**src/design/qdec_pkg.sv**
```systemverilog
`timescale 1ns / 1ps
// ----------------------------------------------------------------------------
// qdec_pkg
// Shared types, codes and the quadrature transition table for the decoder.
// ----------------------------------------------------------------------------
package qdec_pkg;

    localparam int CFG_INDEX_W = 3;
    localparam int CFG_DATA_W  = 10;

    localparam logic [1:0] CMD_SAMPLE = 2'd0;
    localparam logic [1:0] CMD_READ   = 2'd1;
    localparam logic [1:0] CMD_INIT   = 2'd2;

    localparam logic [CFG_INDEX_W-1:0] REG_STEPS_PER_DETENT = 3'd0;
    localparam logic [CFG_INDEX_W-1:0] REG_FAST_LIMIT       = 3'd1;
    localparam logic [CFG_INDEX_W-1:0] REG_MEDIUM_LIMIT     = 3'd2;
    localparam logic [CFG_INDEX_W-1:0] REG_FAST_GAIN        = 3'd3;
    localparam logic [CFG_INDEX_W-1:0] REG_MEDIUM_GAIN      = 3'd4;

    localparam logic [2:0] RST_STEPS_PER_DETENT = 3'd2;
    localparam logic [9:0] RST_FAST_LIMIT       = 10'd15;
    localparam logic [9:0] RST_MEDIUM_LIMIT     = 10'd30;
    localparam logic [3:0] RST_FAST_GAIN        = 4'd4;
    localparam logic [3:0] RST_MEDIUM_GAIN      = 4'd2;

    typedef struct packed {
        logic [2:0] steps_per_detent;
        logic [9:0] fast_limit_ms;
        logic [9:0] medium_limit_ms;
        logic [3:0] fast_gain;
        logic [3:0] medium_gain;
    } t_cfg;

    // standard 4x4 table, pins = {A, B}
    function automatic logic signed [1:0] quad_step(input logic [1:0] prev,
                                                    input logic [1:0] cur);
        logic signed [1:0] s;
        begin
            unique case ({prev, cur})
                4'b0001, 4'b0111, 4'b1000, 4'b1110: s = 2'sd1;
                4'b0010, 4'b0100, 4'b1011, 4'b1101: s = -2'sd1;
                default:                            s = 2'sd0;
            endcase
            return s;
        end
    endfunction

endpackage

```
**src/design/quadrature_decoder_accel_core.sv**
```systemverilog
`timescale 1ns / 1ps
// ----------------------------------------------------------------------------
// quadrature_decoder_accel_core
// Quadrature encoder decoder with speed-dependent detent acceleration.
// ----------------------------------------------------------------------------
// Usage:
//   Input channel (i_in_valid / o_in_ready) carries one request: a command
//   (pin sample, read-and-clear, initialize), the A/B pin levels and a
//   millisecond timestamp. Each request produces exactly one result on the
//   output channel (o_out_valid / i_out_ready): the scaled detent step and
//   the pending delta.
//   Configuration writes use i_cfg_valid / o_cfg_ready with an index and
//   data; they are always accepted and should only be issued while idle.
//   A request passes through the input register and then the result
//   register before o_out_valid rises; a receiver stall can hold it in either.
//   Throughput is one request per cycle while the receiver does not stall:
//   an input register feeds a single pass of decode logic into a result
//   register, and the decoder state updates as each request enters it.
//   When the receiver stalls, the result register holds and the input
//   register fills; o_in_ready then drops until the result is taken.
//   Synchronous reset clears both stages, the decoder state and loads the
//   default configuration.
// ----------------------------------------------------------------------------
module quadrature_decoder_accel_core #(
    parameter int TIME_WIDTH  = 32,
    parameter int DELTA_WIDTH = 16
) (
    input  logic                             i_clk,
    input  logic                             i_rst_n,
    input  logic                             i_in_valid,
    output logic                             o_in_ready,
    input  logic [1:0]                       i_command,
    input  logic                             i_pin_a,
    input  logic                             i_pin_b,
    input  logic [TIME_WIDTH-1:0]            i_time_ms,
    output logic                             o_out_valid,
    input  logic                             i_out_ready,
    output logic signed [4:0]                o_step,
    output logic signed [DELTA_WIDTH-1:0]    o_delta_value,
    input  logic                             i_cfg_valid,
    output logic                             o_cfg_ready,
    input  logic [qdec_pkg::CFG_INDEX_W-1:0] i_cfg_index,
    input  logic [qdec_pkg::CFG_DATA_W-1:0]  i_cfg_data
);
    import qdec_pkg::*;

    t_cfg                          s_cfg;
    logic                          r_in_valid;
    logic [1:0]                    r_in_cmd;
    logic [1:0]                    r_in_pins;
    logic [TIME_WIDTH-1:0]         r_in_time;
    logic                          r_out_valid;
    logic signed [4:0]             r_out_step;
    logic signed [DELTA_WIDTH-1:0] r_out_delta;
    logic                          s_out_load;
    logic                          s_in_load;
    logic signed [4:0]             s_step;
    logic signed [DELTA_WIDTH-1:0] s_delta;

    qdec_cfg_regs u_cfg (
        .i_clk       (i_clk),
        .i_rst_n     (i_rst_n),
        .i_cfg_valid (i_cfg_valid),
        .o_cfg_ready (o_cfg_ready),
        .i_cfg_index (i_cfg_index),
        .i_cfg_data  (i_cfg_data),
        .o_cfg       (s_cfg)
    );

    qdec_datapath #(
        .TIME_WIDTH  (TIME_WIDTH),
        .DELTA_WIDTH (DELTA_WIDTH)
    ) u_dp (
        .i_clk         (i_clk),
        .i_rst_n       (i_rst_n),
        .i_en          (s_out_load),
        .i_cfg         (s_cfg),
        .i_command     (r_in_cmd),
        .i_pins        (r_in_pins),
        .i_time_ms     (r_in_time),
        .o_step        (s_step),
        .o_delta_value (s_delta)
    );

    assign s_out_load    = r_in_valid && (!r_out_valid || i_out_ready);
    assign o_in_ready    = !r_in_valid || s_out_load;
    assign s_in_load     = i_in_valid && o_in_ready;
    assign o_out_valid   = r_out_valid;
    assign o_step        = r_out_step;
    assign o_delta_value = r_out_delta;

    always_ff @(posedge i_clk) begin
        if (!i_rst_n) begin
            r_in_valid  <= 1'b0;
            r_out_valid <= 1'b0;
        end else begin
            if (o_in_ready) begin
                r_in_valid <= i_in_valid;
            end
            if (s_out_load) begin
                r_out_valid <= 1'b1;
            end else if (i_out_ready) begin
                r_out_valid <= 1'b0;
            end
        end
    end

    always_ff @(posedge i_clk) begin
        if (s_in_load) begin
            r_in_cmd  <= i_command;
            r_in_pins <= {i_pin_a, i_pin_b};
            r_in_time <= i_time_ms;
        end
        if (s_out_load) begin
            r_out_step  <= s_step;
            r_out_delta <= s_delta;
        end
    end

    a_non_sample_no_step: assert property (@(posedge i_clk) disable iff (!i_rst_n)
        s_out_load && (r_in_cmd != CMD_SAMPLE) |=> (r_out_step == 5'sd0))
        else $error("non-sample request produced a step");

    a_double_read_zero: assert property (@(posedge i_clk) disable iff (!i_rst_n)
        (s_out_load && (r_in_cmd == CMD_READ)) ##1 (s_out_load && (r_in_cmd == CMD_READ))
        |=> (r_out_delta == '0))
        else $error("second read did not return a cleared delta");

    a_in_hold: assert property (@(posedge i_clk) disable iff (!i_rst_n)
        r_in_valid && !s_out_load |=> r_in_valid && $stable(r_in_time) && $stable(r_in_cmd))
        else $error("stalled input register lost its request");

    a_load_gives_result: assert property (@(posedge i_clk) disable iff (!i_rst_n)
        s_out_load |=> r_out_valid)
        else $error("request moved to output without a valid result");

endmodule

```
**src/design/qdec_cfg_regs.sv**
```systemverilog
`timescale 1ns / 1ps
// ----------------------------------------------------------------------------
// qdec_cfg_regs
// Configuration register file; writes to unknown indexes are dropped.
// ----------------------------------------------------------------------------
module qdec_cfg_regs (
    input  logic                           i_clk,
    input  logic                           i_rst_n,
    input  logic                           i_cfg_valid,
    output logic                           o_cfg_ready,
    input  logic [qdec_pkg::CFG_INDEX_W-1:0] i_cfg_index,
    input  logic [qdec_pkg::CFG_DATA_W-1:0]  i_cfg_data,
    output qdec_pkg::t_cfg                 o_cfg
);
    import qdec_pkg::*;

    t_cfg r_cfg;
    t_cfg n_cfg;

    assign o_cfg_ready = 1'b1;
    assign o_cfg       = r_cfg;

    always_comb begin
        n_cfg = r_cfg;
        if (i_cfg_valid) begin
            unique case (i_cfg_index)
                REG_STEPS_PER_DETENT: n_cfg.steps_per_detent = i_cfg_data[2:0];
                REG_FAST_LIMIT:       n_cfg.fast_limit_ms    = i_cfg_data[9:0];
                REG_MEDIUM_LIMIT:     n_cfg.medium_limit_ms  = i_cfg_data[9:0];
                REG_FAST_GAIN:        n_cfg.fast_gain        = i_cfg_data[3:0];
                REG_MEDIUM_GAIN:      n_cfg.medium_gain      = i_cfg_data[3:0];
                default:              n_cfg = r_cfg;
            endcase
        end
    end

    always_ff @(posedge i_clk) begin
        if (!i_rst_n) begin
            r_cfg.steps_per_detent <= RST_STEPS_PER_DETENT;
            r_cfg.fast_limit_ms    <= RST_FAST_LIMIT;
            r_cfg.medium_limit_ms  <= RST_MEDIUM_LIMIT;
            r_cfg.fast_gain        <= RST_FAST_GAIN;
            r_cfg.medium_gain      <= RST_MEDIUM_GAIN;
        end else begin
            r_cfg <= n_cfg;
        end
    end

endmodule

```
**src/design/qdec_datapath.sv**
```systemverilog
`timescale 1ns / 1ps
// ----------------------------------------------------------------------------
// qdec_datapath
// Decoder state and per-item logic: table step, detent accumulator,
// interval gain and saturating pending delta.
// ----------------------------------------------------------------------------
module qdec_datapath #(
    parameter int TIME_WIDTH  = 32,
    parameter int DELTA_WIDTH = 16
) (
    input  logic                          i_clk,
    input  logic                          i_rst_n,
    input  logic                          i_en,
    input  qdec_pkg::t_cfg                i_cfg,
    input  logic [1:0]                    i_command,
    input  logic [1:0]                    i_pins,
    input  logic [TIME_WIDTH-1:0]         i_time_ms,
    output logic signed [4:0]             o_step,
    output logic signed [DELTA_WIDTH-1:0] o_delta_value
);
    import qdec_pkg::*;

    localparam logic signed [DELTA_WIDTH-1:0] DELTA_MAX = {1'b0, {(DELTA_WIDTH-1){1'b1}}};
    localparam logic signed [DELTA_WIDTH-1:0] DELTA_MIN = {1'b1, {(DELTA_WIDTH-1){1'b0}}};

    logic [1:0]                    r_prev_pins;
    logic [TIME_WIDTH-1:0]         r_last_time;
    logic signed [3:0]             r_accum;
    logic signed [DELTA_WIDTH-1:0] r_delta;

    logic signed [1:0]             s_raw;
    logic signed [3:0]             s_acc_sum;
    logic [3:0]                    s_mag;
    logic [2:0]                    s_need;
    logic                          s_is_sample;
    logic                          s_moved;
    logic                          s_detent;
    logic [TIME_WIDTH-1:0]         s_dt;
    logic [3:0]                    s_gain;
    logic signed [4:0]             s_gain_ext;
    logic signed [4:0]             s_step;
    logic signed [DELTA_WIDTH:0]   s_sum;
    logic signed [DELTA_WIDTH-1:0] s_sat;

    always_comb begin
        s_is_sample = (i_command == CMD_SAMPLE);
        s_raw       = quad_step(r_prev_pins, i_pins);
        s_moved     = s_is_sample && (s_raw != 2'sd0);
        s_acc_sum   = r_accum + {{2{s_raw[1]}}, s_raw};
        s_mag       = s_acc_sum[3] ? 4'(-s_acc_sum) : 4'(s_acc_sum);
        s_need      = (i_cfg.steps_per_detent == 3'd0) ? 3'd1 : i_cfg.steps_per_detent;
        s_detent    = s_moved && (s_mag >= {1'b0, s_need});

        s_dt = i_time_ms - r_last_time;
        if (s_dt < {{(TIME_WIDTH-10){1'b0}}, i_cfg.fast_limit_ms}) begin
            s_gain = i_cfg.fast_gain;
        end else if (s_dt < {{(TIME_WIDTH-10){1'b0}}, i_cfg.medium_limit_ms}) begin
            s_gain = i_cfg.medium_gain;
        end else begin
            s_gain = 4'd1;
        end
        s_gain_ext = {1'b0, s_gain};
        s_step     = s_detent ? (s_acc_sum[3] ? -s_gain_ext : s_gain_ext) : 5'sd0;

        s_sum = {r_delta[DELTA_WIDTH-1], r_delta} +
                {{(DELTA_WIDTH-4){s_step[4]}}, s_step};
        if (s_sum[DELTA_WIDTH] != s_sum[DELTA_WIDTH-1]) begin
            s_sat = s_sum[DELTA_WIDTH] ? DELTA_MIN : DELTA_MAX;
        end else begin
            s_sat = s_sum[DELTA_WIDTH-1:0];
        end
    end

    assign o_step        = s_step;
    assign o_delta_value = s_detent ? s_sat : r_delta;

    always_ff @(posedge i_clk) begin
        if (!i_rst_n) begin
            r_prev_pins <= '0;
            r_last_time <= '0;
            r_accum     <= '0;
            r_delta     <= '0;
        end else if (i_en) begin
            case (i_command)
                CMD_SAMPLE: begin
                    r_prev_pins <= i_pins;
                    if (s_moved) begin
                        r_accum <= s_detent ? 4'sd0 : s_acc_sum;
                    end
                    if (s_detent) begin
                        r_last_time <= i_time_ms;
                        r_delta     <= s_sat;
                    end
                end
                CMD_READ: begin
                    r_delta <= '0;
                end
                CMD_INIT: begin
                    r_prev_pins <= i_pins;
                    r_last_time <= i_time_ms;
                end
                default: begin
                end
            endcase
        end
    end

endmodule
```
**config.mk**
```make
export PLATFORM = sky130hd
export DESIGN_NAME = quadrature_decoder_accel_core
export DESIGN_NICKNAME = d
export VERILOG_FILES = /design/src/design/qdec_pkg.sv /design/src/design/quadrature_decoder_accel_core.sv /design/src/design/qdec_cfg_regs.sv /design/src/design/qdec_datapath.sv
export SDC_FILE = /design/constraint.sdc
export NUM_CORES = 1
export LEC_CHECK = 0
export BUFFER_PORTS_ARGS = -buffer_cell sky130_fd_sc_hd__buf_2
export CORE_UTILIZATION = 55
export DETAILED_ROUTE_END_ITERATION = 8
export GPL_TIMING_DRIVEN = 0
export PLACE_DENSITY = 0.77
export SLEW_MARGIN = 30
export SYNTH_ARGS = -nofsm -noshare
export SYNTH_HDL_FRONTEND = slang
export SYNTH_HIERARCHICAL = 1
export SYNTH_SLANG_ARGS = --single-unit
```
**constraint.sdc**
```tcl
create_clock -name i_clk -period 6.7 [get_ports i_clk]
set_clock_uncertainty 0.05 [all_clocks]
set_input_delay 1.005 -clock i_clk [delete_from_list [all_inputs] [get_ports i_clk]]
set_output_delay 1.005 -clock i_clk [all_outputs]
set_load 0.02 [all_outputs]
```
# --- After elaboration in Yosys (flattened, before gate mapping) ---
# Memory sizes are Yosys's and may differ from the RTL's.
# Index checks and enable logic that the tools add are counted.
op_classes:
  add_sub_neg: 5
  mul: 0
  div: 0
  n_lt_le_gt_ge: 3
  eq_ne: 8
  shift: 0
  muxes: 15
  n_bitwise: 0
  reduce_logical: 25
ops:
  columns: ["op", "n"]
  rows:
  - ["$lt A32 B10 Y1", 2]
  - ["$pmux W32 S2", 1]
  - ["$mux W16", 3]
  - ["$mux W32", 1]
  - ["$pmux W16 S2", 1]
  - ["$sub A32 B32 Y32", 1]
  - ["$add A16 B5 Y17", 1]
  - ["$mux W4", 4]
  - ["$reduce_and A2 Y1", 7]
  - ["$mux W5", 2]
  - ["$reduce_bool A2 Y1", 4]
  - ["$eq A3 B2 Y1 const B", 2]
  - ["$logic_not A3 Y1", 2]
  - ["$reduce_and A3 Y1", 2]
  - ["$neg A4 Y5", 1]
  - ["$add A4 B4 Y4", 1]
  - ["$ge A4 B3 Y1", 1]
  - ["$logic_and A1 B1 Y1", 4]
  - ["$neg A4 Y4", 1]
  - ["$eq A3 B1 Y1 const B", 1]
  - ["$eq A3 B3 Y1 const B", 1]
  - ["$mux W3", 1]
  - ["$eq A2 B1 Y1 const B", 1]
  - ["$eq A2 B2 Y1 const B", 1]
  - ["other kinds (7)", 10]
word_totals:
  ff_bits: 144
  latch_bits: 0
  mem_bits_rw: 0
  rom_bits: 32
  output_inout_bits: 24
  n_memories: 1
memory_table:
  columns: ["memory", "depth", "word_bits", "rd", "rd_clocked_by_memory_dff", "write_ports", "line", "text"]
  rows:
  - ["(no name shown)", 16, 2, 1, 0, 0, "qdec_pkg.sv:40", "unique case ({prev, cur})"]

# --- Logic depth before layout (Yosys ltp) ---
logic_depth:
  depth_word: 12
  depth_mapped: 36
  mapped_depth_nobuf: 33

# --- By module ---
# The synthesis kept the hierarchy.
modules_own_cells:
  columns: ["module", "n_inst", "cells_per_inst", "area_each_um2", "seq_area_each_um2"]
  rows:
  - ["qdec_datapath", 1, 908, 6459.9, 1081.0]
  - ["quadrature_decoder_accel_core", 1, 66, 1815.5, 1751.7]
  - ["qdec_cfg_regs", 1, 125, 1290.0, 620.6]

# --- Least setup slack after synthesis ---
# Ideal clock, no wire load.
synth_path:
  path_type: "flip-flop to flip-flop"
  startpoint: "register r_in_pins[0]"
  endpoint: "register r_out_delta[14], in the netlist o_delta_value[14] (data pin)"
  arrival_time_ns: 6.877
  required_ns: 6.394
  slack_ns: -0.483
  path_stages_with_launch: 34
  synth_period_minus_slack_ns: 7.183
  path_cell_list: "edfxtp_1 > ha_1 > mux4_2 > ha_1 > a21o_1 > a21oi_1 > xnor2_1 > xnor2_1 > nor2_1 > xnor2_1 > ha_1 > a21o_1 > a31oi_1 > nor4_1 > o21a_1 > clkbuf_1 > buf_1 > nand2_1 > inv_1 > ha_1 > a21o_1 > a21oi_1 > nor2b_1 > or2_2 > clkbuf_1 > o31ai_1 > nand2b_1 > o21ai_0 > a22o_1 > xor2_1 > nor2_1 > buf_4 > a31o_1 > a22o_1"
synth_via:
  elab_chain_len: 11
  word_cells_on_any_way: 15
  cone_classes: "add/sub: 3; order compare: 1; eq/ne: 1; mux: 6; reduce/logical: 3; memory: 1"
synth_lines:
  columns: ["item", "line", "text"]
  rows:
  - ["start: declaration", "quadrature_decoder_accel_core.sv:50", "logic [1:0] r_in_pins;"]
  - ["start signal: assignment", "quadrature_decoder_accel_core.sv:111", "r_in_pins <= {i_pin_a, i_pin_b};"]
  - ["$mem_v2 Z16 W2 *", null, null]
  - ["$add A4 B4 Y4", "qdec_datapath.sv:49", "s_acc_sum = r_accum + {{2{s_raw[1]}}, s_raw};"]
  - ["$neg A4 Y4", "qdec_datapath.sv:50", "s_mag = s_acc_sum[3] ? 4'(-s_acc_sum) : 4'(s_acc_sum);"]
  - ["$mux W4", "qdec_datapath.sv:50", null]
  - ["$ge A4 B3 Y1", "qdec_datapath.sv:52", "s_detent = s_moved && (s_mag >= {1'b0, s_need});"]
  - ["$logic_and A1 B1 Y1", "qdec_datapath.sv:52", null]
  - ["$mux W5 *", "qdec_datapath.sv:63", "s_step = s_detent ? (s_acc_sum[3] ? -s_gain_ext : s_gain_ext) : 5'sd0;"]
  - ["net s_step[1]", "quadrature_decoder_accel_core.sv:57", "logic signed [4:0] s_step;"]
  - ["$add A16 B5 Y17 *", "qdec_datapath.sv:65", "s_sum = {r_delta[DELTA_WIDTH-1], r_delta} +"]
  - ["$mux W16 / $ne A1 B1 Y1 (equally long branches)", "qdec_datapath.sv:68, qdec_datapath.sv:67", null]
  - ["$mux W16 *", "qdec_datapath.sv:67", "if (s_sum[DELTA_WIDTH] != s_sum[DELTA_WIDTH-1]) begin"]
  - ["$mux W16 *", "qdec_datapath.sv:75", "assign o_delta_value = s_detent ? s_sat : r_delta;"]
  - ["net s_delta[14]", "quadrature_decoder_accel_core.sv:58", "logic signed [DELTA_WIDTH-1:0] s_delta;"]
  - ["end signal: assignment", "quadrature_decoder_accel_core.sv:116", "r_out_delta <= s_delta;"]
  - ["end: declaration", "quadrature_decoder_accel_core.sv:54", "logic signed [DELTA_WIDTH-1:0] r_out_delta;"]
# The timed path passes the listed nets; every way through them passes the cells marked *.
# A chain may end at the register's enable or synchronous reset.

# --- Final worst setup path ---
layout_path:
  startpoint: "register r_in_pins[0]"
  endpoint: "register r_out_delta[7], in the netlist o_delta_value[7] (data pin)"
# Same word-level chain as after synthesis.

==> run_results.csv <==
group,metric,value,unit
outcome,outcome,"finished with violations",
outcome,violations,"setup timing",
logic_synthesis,yosys.area_share.adder,9.63,%
die,dieArea,0.0179,mm^2
worst_hold_path,hold_depth,2,
finish,post-route-util,72.4,%
clock_network,cts_made_buffers,17,
logic_synthesis,synthMuxAreaShare,4.88,%
clock_network,cts_root_buf,"clkbuf_16",
global_route,grt_pass1_vias,7985,
power,peakVddDrop,0.000192,V
clock_network,clk_pin_slew_worst_paths,0.06,ns
logic_synthesis,synth-seq-cells,144,
die,die_w,134,um
global_route,use_met2,46.0,%
route,antenna_left,0,
logic_synthesis,synth.avg_cell_area,8.70,um^2
clock_network,cts_hold_buffers,0,
logic_synthesis,synthFlopType,"dfxtp_1",
finish,areaGrowthSynthToFinish,26.9,%
die,rows,47,
route,drt_wl_total,26200,um
global_route,use_met1,34.9,%
job,cap_viol_max_count,0,
clock_network,htree_levels,4,
clock_network,clk_latency,0.43,ns
setup_path,path_class,"reg2reg",
clock_network,clkSinkCount,144,
finish,num_antenna_cells,0,
logic_synthesis,synthCells,1099,
timing,fmax,148,MHz
global_route,use_met3,3.89,%
setup_path,path_max_fanout,5,
placement,hpwl,17100,um
logic_synthesis,synth_xor_area_share,2.93,%
setup_path,rrSetupSlack,-0.07,ns
route,wl_per_cell,17.6,um
placement,gp_congestion,0.940,
route,vias_per_cell,6.08,
logic_synthesis,synth-simple-area-share,20.4,%
setup_path,max_stage_delay,0.55,ns
die,die_y,134,um
timing,rsz0062_at_grt,"yes",
finish,fin_cells,1485,
setup_path,required,6.80,ns
route,route.detailed.drc,0,
logic_synthesis,synth_most_common_cell,"nand2_1",
placement,dp.cells,1396,
finish,nets,1376,
timing,relSlewSlack,54.5,%
global_route,grt_usage,27.1,%
timing,layout_setup_ws,-0.0674,ns
logic_synthesis,synth-compound-area-share,20.7,%
logic_synthesis,synth_top_family_by_area,"compound AO/OA/AOI/OAI gates",
setup_path,crit_path_end_kind,"register",
setup_path,r2r-end,"o_delta_value[7]$_DFFE_PP_",
setup_path,critPathTopFamily,"compound AO/OA/AOI/OAI gates",
timing,setup-violations-final,3,
global_route,antenna_found_initial,0,
global_route,overflow,0,
logic_synthesis,synth_top_area_share,18.2,%
global_route,grt_start_max_net_pins,25,
power,power.density,200,mW/mm^2
worst_hold_path,whs_endpoint,"u_cfg/o_cfg[15]$_SDFFE_PN0P_",
route,num_vias,9024,
logic_synthesis,synth_top_cell_by_area,"dfxtp_1",
route,drt-pass1-iter-count,7,
clock_network,max-clock-path-buffers,2,
route,drtIter0Drc,926,
logic_synthesis,synth_nets,1223,
worst_hold_path,hold_path_class,"reg2reg",
setup_path,rr_startpoint,"r_in_pins[0]$_DFFE_PP_",
power,leakage,4.70,nW
logic_synthesis,yosys_warnings,6,
die,ios,78,
die,core_area,0.0168,mm^2
setup_path,path_buf_inv,4,
timing,fin_crit_sh,101,%
timing,min_period,6.77,ns
clock_network,tritoncts,"yes",
global_route,grt_pass1_wl,38800,um
worst_hold_path,hold_start,"u_cfg/o_cfg[15]$_SDFFE_PN0P_",
logic_synthesis,synth_area,0.00957,mm^2
placement,io_buffer_count,76,
setup_path,cp_slowest_cell,"mux4_2",
setup_path,start_kind,"register",
logic_synthesis,synth_common_cells,"nand2_1, dfxtp_1, inv_1",
setup_path,worstRegToRegCells,33,
logic_synthesis,synth_edf_count,57,
die,start_util,57.1,%
setup_path,cpMostUsedCell,"a21o_1",
setup_path,worstPathArrival,6.87,ns
logic_synthesis,yosys-top-cells-area,"dfxtp_1, edfxtp_1, ha_1",
global_route,busiest_layer,"met2",
logic_synthesis,ys_seq_area_share,36.1,%
logic_synthesis,synthArstFlopShare,0,%
finish,drive_gt1_share,26.2,%
logic_synthesis,synth.distinct_cells,93,
timing,maxSlewViolCount,0,
timing,finalHoldViolations,0,
timing,tightest_slew,0.681,ns
-- cell type report --
class | count | area (um^2)
sequential | 144 | 3450
multi-input combinational | 831 | 6320
clock buffer | 27 | 598
fill | 1210 | 4620
clock inverter | 5 | 32.5
buffer | 44 | 273
inverter | 74 | 284
tap | 220 | 275
timing repair buffer | 140 | 905
-- kinds of logic (layout without fill, tap and decap cells) --
family | after synthesis | in the layout
DFF | 144 | 144
xor gates and xnor gates | 32 | 32
adders and majority gates | 72 | 72
and+or+nand+nor | 392 | 392
muxes | 45 | 45
AOI/OAI and AO/OA | 289 | 289
buffers and inverters | 124 | 290
other | 1 | 1
-- through the flow --
stage	area (um^2)	TNS [ns]	hold slack [ns]	total power, mW	setup slack (ns)
6_report	12100	-0.176	0.408	2.43	-0.0674
5_1_grt	12100	-3.67	0.431	2.52	-0.252
4_1_cts	11200	0	0.413	2.37	0.0103
3_5_place_dp	10300	-27.81	0.401	1.36	-1.10
3_3_place_gp	10200	-25.75	0.390	1.36	-1.01
2_1_floorplan	9590	0	0.380	1.25	0.00918
-- tightest hold or removal path, delay by kind of cell, from the launching register on --
kind,cells,cell delay [ns]
flip-flops,1,0.31
AND/OR/NAND/NOR,1,0.05
multiplexers,1,0.05
-- sequential cells by signal (all words and copies together), names as in the netlist, 4 cells and up --
register,flops
u_dp/r_delta,16
u_cfg/o_cfg,31
r_in_time,32
o_delta_value,16
u_dp/r_accum,4
u_dp/r_last_time,32
o_step,5
-- where the power goes --
group	internal [mW]	total, mW	leakage (nW)	switching [mW]
Clock	0.612	0.984	0.316	0.372
Combinational	0.201	0.489	3.13	0.288
Sequential	0.941	0.959	1.25	0.0177
Total	1.75	2.43	4.70	0.677
-- worst max path at each step --
stage                                  from  slack [ns]  cells after the start                          end
finish               r_in_pins[0]$_DFFE_PP_       -0.07                     33   o_delta_value[7]$_DFFE_PP_
global route        r_in_time[17]$_DFFE_PP_       -0.25                     32  o_delta_value[14]$_DFFE_PP_
CTS                  r_in_pins[0]$_DFFE_PP_        0.01                     32  o_delta_value[14]$_DFFE_PP_
detailed placement   r_in_time[0]$_DFFE_PP_       -1.10                     32  o_delta_value[12]$_DFFE_PP_
global placement    r_in_time[18]$_DFFE_PP_       -1.01                     32  o_delta_value[14]$_DFFE_PP_
floorplan            r_in_pins[0]$_DFFE_PP_       0.009                     33  o_delta_value[14]$_DFFE_PP_
-- timing repair --
item	CTS	global route
setup endpoints to repair	32	32
pin swaps	14	58
setup buffers	17	45
gates cloned	0	1
resized for setup	44	127
-- per-layer routing --
metal | part of all wire (%) | vias to the layer above
met2 | 48 | 423
li1 | - | 4258
met1 | 42 | 4241
met5 | 0 | -
met4 | 3.4 | 0
met3 | 5.9 | 102
-- layout by cell type, fill, tap and decap left out, types with 26 or more instances in the layout --
cell type / count
mux2i_1: 41
o21ai_1: 26
ha_1: 47
dfxtp_1: 87
buf_2: 85
a21boi_0: 34
nor2_1: 48
edfxtp_1: 57
nor2b_1: 30
buf_4: 56
a21oi_1: 43
nand2_1: 171
inv_1: 67
Power figures use the tool's default switching activity.
